[config.mk]
export PLATFORM = sky130hd
export DESIGN_NAME = float_to_q1_31_depth_convert
export DESIGN_NICKNAME = d
export VERILOG_FILES = /design/src/hdl/f2q_pkg.sv /design/src/hdl/float_to_q1_31_depth_convert.sv /design/src/hdl/f2q_classify.sv /design/src/hdl/f2q_round.sv
export SDC_FILE = /design/constraint.sdc
export NUM_CORES = 1
export LEC_CHECK = 0
export BUFFER_PORTS_ARGS = -buffer_cell sky130_fd_sc_hd__buf_2
export CORE_UTILIZATION = 60
export CTS_CLUSTER_DIAMETER = 200
export CTS_CLUSTER_SIZE = 12
export DETAILED_ROUTE_END_ITERATION = 8
export PLACE_DENSITY = 0.8
export SYNTH_ARGS = -nofsm -noshare
export SYNTH_HDL_FRONTEND = slang
export SYNTH_SLANG_ARGS = --single-unit
[constraint.sdc]
create_clock -name clk -period 4.6 [get_ports clk]
set_input_delay 0 -clock clk [delete_from_list [all_inputs] [get_ports clk]]
set_output_delay 0 -clock clk [all_outputs]
set_load 0.005 [all_outputs]
[src/hdl/f2q_pkg.sv]
// ----------------------------------------------------------------------------
// f2q_pkg
// Shared constants and types for the float to 1.31 converter.
// ----------------------------------------------------------------------------
`default_nettype none
package f2q_pkg;
  localparam int unsigned DataW = 32;
  localparam logic [31:0] FixMax = 32'h7FFF_FFFF;
  localparam logic        OpDepth  = 1'b0;
  localparam logic        OpSigned = 1'b1;

  // Classification of one item after the first stage.
  typedef struct packed {
    logic       sat_pos;  // force +max
    logic       sat_neg;  // force -max
    logic       zero;     // force zero
    logic       neg;      // negate magnitude
  } cls_t;
endpackage
`default_nettype wire

[src/hdl/float_to_q1_31_depth_convert.sv]
// ----------------------------------------------------------------------------
// float_to_q1_31_depth_convert
// Float32 to saturating 1.31 fixed point, depth or signed mode.
// ----------------------------------------------------------------------------
// Three-stage pipeline: decode and classify, align and round, then sign and
// saturation select. One item enters per cycle while in_ready is high. A stall
// on the output halts the output stage and each full stage right behind it;
// stages that hold no item still take new ones.
`default_nettype none
module float_to_q1_31_depth_convert (
  input  wire logic                          clk,
  input  wire logic                          rst_n,
  input  wire logic                          in_valid,
  output logic                               in_ready,
  input  wire logic                          in_op,
  input  wire logic [f2q_pkg::DataW-1:0]     in_float_bits,
  output logic                               out_valid,
  input  wire logic                          out_ready,
  output logic signed [f2q_pkg::DataW-1:0]   out_fixed_value
);
  f2q_pkg::cls_t cls_c, cls1_r, cls2_r;
  logic [23:0] sig_c, sig1_r;
  logic [5:0]  rsh_c, rsh1_r;
  logic [7:0]  lsh_c, lsh1_r;
  logic [31:0] mag_c, mag2_r;
  logic        v1_r, v2_r, v3_r;
  logic        en1, en2, en3;
  logic [31:0] res_c;

  f2q_classify u_cls (
    .op(in_op), .float_bits(in_float_bits[31:0]),
    .cls(cls_c), .sig(sig_c), .rsh(rsh_c)
  );
  assign lsh_c = in_float_bits[30:23] - 8'd119;

  f2q_round u_rnd (.sig(sig1_r), .lsh(lsh1_r), .rsh(rsh1_r), .mag(mag_c));

  assign en3 = !v3_r || out_ready;
  assign en2 = !v2_r || en3;
  assign en1 = !v1_r || en2;
  assign in_ready = en1;

  always_comb begin
    if (cls2_r.sat_pos) res_c = f2q_pkg::FixMax;
    else if (cls2_r.sat_neg) res_c = 32'd0 - f2q_pkg::FixMax;
    else if (cls2_r.zero) res_c = '0;
    else if (cls2_r.neg) res_c = 32'd0 - mag2_r;
    else res_c = mag2_r;
  end

  always_ff @(posedge clk) begin
    if (!rst_n) begin
      v1_r <= 1'b0;
      v2_r <= 1'b0;
      v3_r <= 1'b0;
    end else begin
      if (en1) v1_r <= in_valid;
      if (en2) v2_r <= v1_r;
      if (en3) v3_r <= v2_r;
    end
    if (en1) begin
      cls1_r <= cls_c;
      sig1_r <= sig_c;
      rsh1_r <= rsh_c;
      lsh1_r <= lsh_c;
    end
    if (en2) begin
      cls2_r <= cls1_r;
      mag2_r <= mag_c;
    end
    if (en3) out_fixed_value <= res_c;
  end

  assign out_valid = v3_r;
endmodule
`default_nettype wire

[src/hdl/f2q_classify.sv]
// ----------------------------------------------------------------------------
// f2q_classify
// Decodes the float fields, sorts out special cases and builds the shift.
// ----------------------------------------------------------------------------
`default_nettype none
module f2q_classify (
  input  wire logic        op,
  input  wire logic [31:0] float_bits,
  output f2q_pkg::cls_t    cls,
  output logic [23:0]      sig,
  output logic [5:0]       rsh      // right shift, 0..32 (32 means all gone)
);
  logic       s;
  logic [7:0] e;
  logic [22:0] m;
  logic       nan;
  logic       ge_one;
  logic [7:0] eff;
  logic [7:0] r;

  always_comb begin
    s = float_bits[31];
    e = float_bits[30:23];
    m = float_bits[22:0];
    nan = (e == 8'hFF) && (m != '0);
    ge_one = (e >= 8'd127);
    sig = (e == '0) ? {1'b0, m} : {1'b1, m};
    eff = (e == '0) ? 8'd1 : e;
    // Only exponents below 127 reach the datapath, so the left shift never
    // exceeds seven bits; right shifts of 32 or more give zero.
    r = 8'd119 - eff;
    rsh = 6'd0;
    if (eff < 8'd119) begin
      rsh = (r >= 8'd32) ? 6'd32 : r[5:0];
    end
    cls = '0;
    if (op == f2q_pkg::OpDepth) begin
      if (nan || (!s && ge_one)) cls.sat_pos = 1'b1;
      else if (s) cls.zero = 1'b1;
    end else begin
      if (nan) cls.zero = 1'b1;
      else if (ge_one) begin
        cls.sat_pos = !s;
        cls.sat_neg = s;
      end else cls.neg = s;
    end
  end
endmodule
`default_nettype wire

[src/hdl/f2q_round.sv]
// ----------------------------------------------------------------------------
// f2q_round
// Aligns the significand and rounds half to even to a 32-bit magnitude.
// ----------------------------------------------------------------------------
`default_nettype none
module f2q_round (
  input  wire logic [23:0] sig,
  input  wire logic [7:0]  lsh,
  input  wire logic [5:0]  rsh,
  output logic [31:0]      mag
);
  logic [63:0] ext;
  logic [63:0] shifted;
  logic [31:0] keep;
  logic        half_bit;
  logic        sticky;
  logic [31:0] low_mask;

  always_comb begin
    // Value is placed with 32 fraction bits below the integer part.
    ext = {8'd0, sig, 32'd0};
    if (rsh != '0) shifted = ext >> rsh;
    else shifted = ext << lsh[2:0];
    keep = shifted[63:32];
    half_bit = shifted[31];
    low_mask = 32'h7FFF_FFFF;
    sticky = |(shifted[31:0] & low_mask);
    mag = keep + {31'd0, half_bit && (sticky || keep[0])};
  end
endmodule
`default_nettype wire

==> qor.yml <==
worst_setup_path:
  timing_worst_setup_path_type: "flop to flop"
  crit_required_ps: 4710
  crit_slowest_cell: "edfxtp_1"
  cp_data_arrival_time_ps: 4430
  ff2ff_setup_slack_ps: 280
  worst_r2r_path_depth: 11
  worst_setup_path_start_kind: "flop"
  cp_cell_sequence: "buf_12 -> or4_4 -> nor3_4 -> and4_1 -> nor3_1 -> nor2_1 -> ha_1 -> nand2_4 -> nor4b_2 -> or4b_1 -> xor2_1"
  slowest_delay_ps: 770
  critPathMaxFanout: 30
  critPathCaptureType: "flop"
logic_synthesis:
  synth_enable_flop_cells: 105
  synth_flop_cell: "edfxtp_1"
  synth.avg_cell_area_um2: 10.5
  syn_area_um2: 8450
  synth-seq-cells: 108
  synth.lib_cells_used.distinct: 91
  post_synth_inst_count: 803
  async_reset_ff_frac: 0
  synth.yosys.seq_area_share: 0.380
  synthesis.yosys.warnings: 0
  postSynthNetCount: 846
clock_network:
  htree_num_levels: 3
  cts_hold_repair.buffers: 30
  clock_tree.buffer_depth: 2
  cts_post_setup_buffers_inserted: 0
  clk_root_buffer_cell: "clkbuf_16"
  worst_skew_pair.late_latency_ps: 360
  cts_tree: "done"
  worst_setup_hold_path_clk_slew_ps: 80
  cts_resized: 0
  cts_made_buffers: 9
  cts_sinks: 108
timing:
  report.final.setup_viol: 0
  worst_slew_pin_slew_ps: 1300
  grt_setup_unrepaired: "no"
  fmax_mhz: 232
  slew_viol_final: 0
  setup_ws_ps: 282
  post_layout_min_period_ps: 4320
  post-route-period-util: 0.939
  slew_headroom: 0.130
  totalNegativeSetupSlack_ps: 0
  timing.final.hold_violations: 0
  clock-skew-final_ps: 10.0
finish:
  final_cell_mix: "edfxtp_1, buf_2, nand2_1"
  mostFrequentLayoutCell: "edfxtp_1"
  drive_above_1_share: 0.207
  area_growth_syn_to_layout_pct: 12.2
  nets: 920
  antenna_cells_inserted: 0
global_route:
  grt_start_max_net_pins: 40
  grt_pass1_wl_mm: 40.3
  first_global_vias: 7148
  overflow: 0
  number_of_antenna_violations_at_the_first_check_in_global_routing: 0
  globalRouteTotalUtil: 0.372
placed_design:
  port-buffer-count: 70
  dp.final_hpwl_mm: 18.9
  place_worst_setup_slack_ps: 348
  globalplace.congestion: 1.07
detailed_routing:
  first_iter_violations: 922
  vias: 7489
  postRouteWirelength_mm: 26.4
  postRouteAntennaNets: 0
  drt-wirelength-per-cell_um: 25.0
  avgViaCountPerCell: 7.08
  drc: 0
  drt_pass1_iterations: 5
floorplanning:
  starting_density_of_the_core: 0.626
  dieHeight_um: 121
  floorplan.core_area_um2: 13500
  fp.dieArea_um2: 14600
  io-pin-count: 71
  placementRows: 42
  chipWidth_um: 121
status:
  status: "complete, no violations"
flow_run:
  max-cap-violations: 0
power:
  ir_drop_uv: 366
  cellPowerDensity_nw_per_um2: 313
  p_leak_nw: 3.60
hold_path:
  worst_hold_path.num_cells: 2
  worstHoldPathType: "primary input to flop"
[metrics by stage]
step	std cells	total power (W)	hold slack, ps	cell area [um^2]	utilization
global route	1058	0.00305	43.3	9480	0.702
global placement	1012	0.00207	191	8870	0.657
finish	1058	0.00296	18.4	9480	0.702
detailed placement	1012	0.00209	194	8870	0.657
CTS	1058	0.00293	11.3	9480	0.702
floorplan	803	0.00183	98.9	8450	-
[synth_stat cells, types with 4 or more instances]
library cell	number	area, um^2
a21oi_1	26	130
a22oi_1	8	60.1
a31oi_1	5	31.3
and2_1	6	37.5
and3_1	9	56.3
buf_1	4	15.0
buf_2	18	90.1
buf_4	4	30.0
buf_6	5	56.3
clkbuf_1	26	97.6
edfxtp_1	105	3150
ha_1	6	75.1
inv_1	16	60.1
mux2_2	27	304
mux2i_1	61	611
mux4_1	6	158
mux4_2	17	383
nand2_1	63	236
nand2b_1	10	62.6
nand3_1	16	80.1
nand4_1	7	43.8
nor2_1	46	173
nor2b_1	11	68.8
nor3_1	22	110
nor3b_1	8	60.1
nor4_1	13	81.3
o2111ai_1	5	43.8
o211ai_1	8	60.1
o21ai_0	33	165
o21bai_1	32	240
o221ai_1	5	43.8
o31ai_1	11	82.6
o41ai_1	5	43.8
or2_2	6	37.5
or3_1	7	43.8
or4_1	9	67.6
xnor2_1	17	149
xor2_1	37	324
[where the power goes]
| part | switching (W) | leakage (nW) | internal, W | total (W) |
|---|---|---|---|---|
| registers | 0.000138 | 1.19 | 0.00121 | 0.00135 |
| clock network | 0.000403 | 0.153 | 0.000433 | 0.000836 |
| logic | 0.000442 | 2.25 | 0.000332 | 0.000775 |
[routing by layer]
| layer | routed length, um | vias to the layer above | share of wire | track usage |
|---|---|---|---|---|
| met1 | 10300 | 3616 | 0.39 | 0.508 |
| met2 | 12000 | 515 | 0.45 | 0.579 |
| met4 | 1170 | 0 | 0.044 | 0.169 |
| met3 | 3010 | 109 | 0.11 | 0.0656 |
| met5 | 0 | - | 0 | 0 |
| li1 | - | 3249 | - | - |
[kinds of logic (layout without fill, tap and decap cells)]
family,count (synthesis),after routing,share of synthesized area
AO/OA/AOI/OAI,185,185,0.161
XOR/XNOR,54,54,0.0560
adder cells (fa/ha/maj),6,6,0.00889
buffers and inverters,77,156,0.0469
flip-flops,108,108,0.380
multiplexers,112,112,0.174
other,1,1,0.000444
AND/OR/NAND/NOR,260,260,0.173
[cell type report]
class / count / area, um^2
clock buffer: 9 / 225
fill: 994 / 4030
multi-input combinational: 618 / 4840
tap: 176 / 220
clock inverter: 7 / 83.8
inverter: 18 / 67.6
timing repair buffer: 122 / 828
sequential: 108 / 3210
[worst paths after layout]
| check | endpoint | from |
|---|---|---|
| setup / recovery | mag2_r[20]$_DFFE_PP_ | rsh1_r[3]$_SDFFCE_PP0P_ |
| hold / removal | rsh1_r[1]$_SDFFCE_PP0P_ | in_float_bits[24] |
| setup reg to reg | mag2_r[20]$_DFFE_PP_ | rsh1_r[3]$_SDFFCE_PP0P_ |
| hold reg to reg | cls2_r[0]$_DFFE_PP_ | cls1_r[0]$_SDFFCE_PP0P_ |
[critical path: cells and delay by family, from the launching register on]
kind | cells | cell delay [ps]
xor gates and xnor gates | 1 | 160
adders and majority gates | 1 | 250
buffers and inverters | 1 | 340
DFF | 1 | 770
and+or+nand+nor | 8 | 2520
[sequential cells by signal, summed over array words and instances (netlist names)]
signal and flops:
out_valid 1, lsh1_r 3, v2_r 1, cls2_r 4, v1_r 1, cls1_r 4
rsh1_r 6, out_fixed_value 32, mag2_r 32, sig1_r 24
No activity file was read; power rests on OpenSTA's default activity.
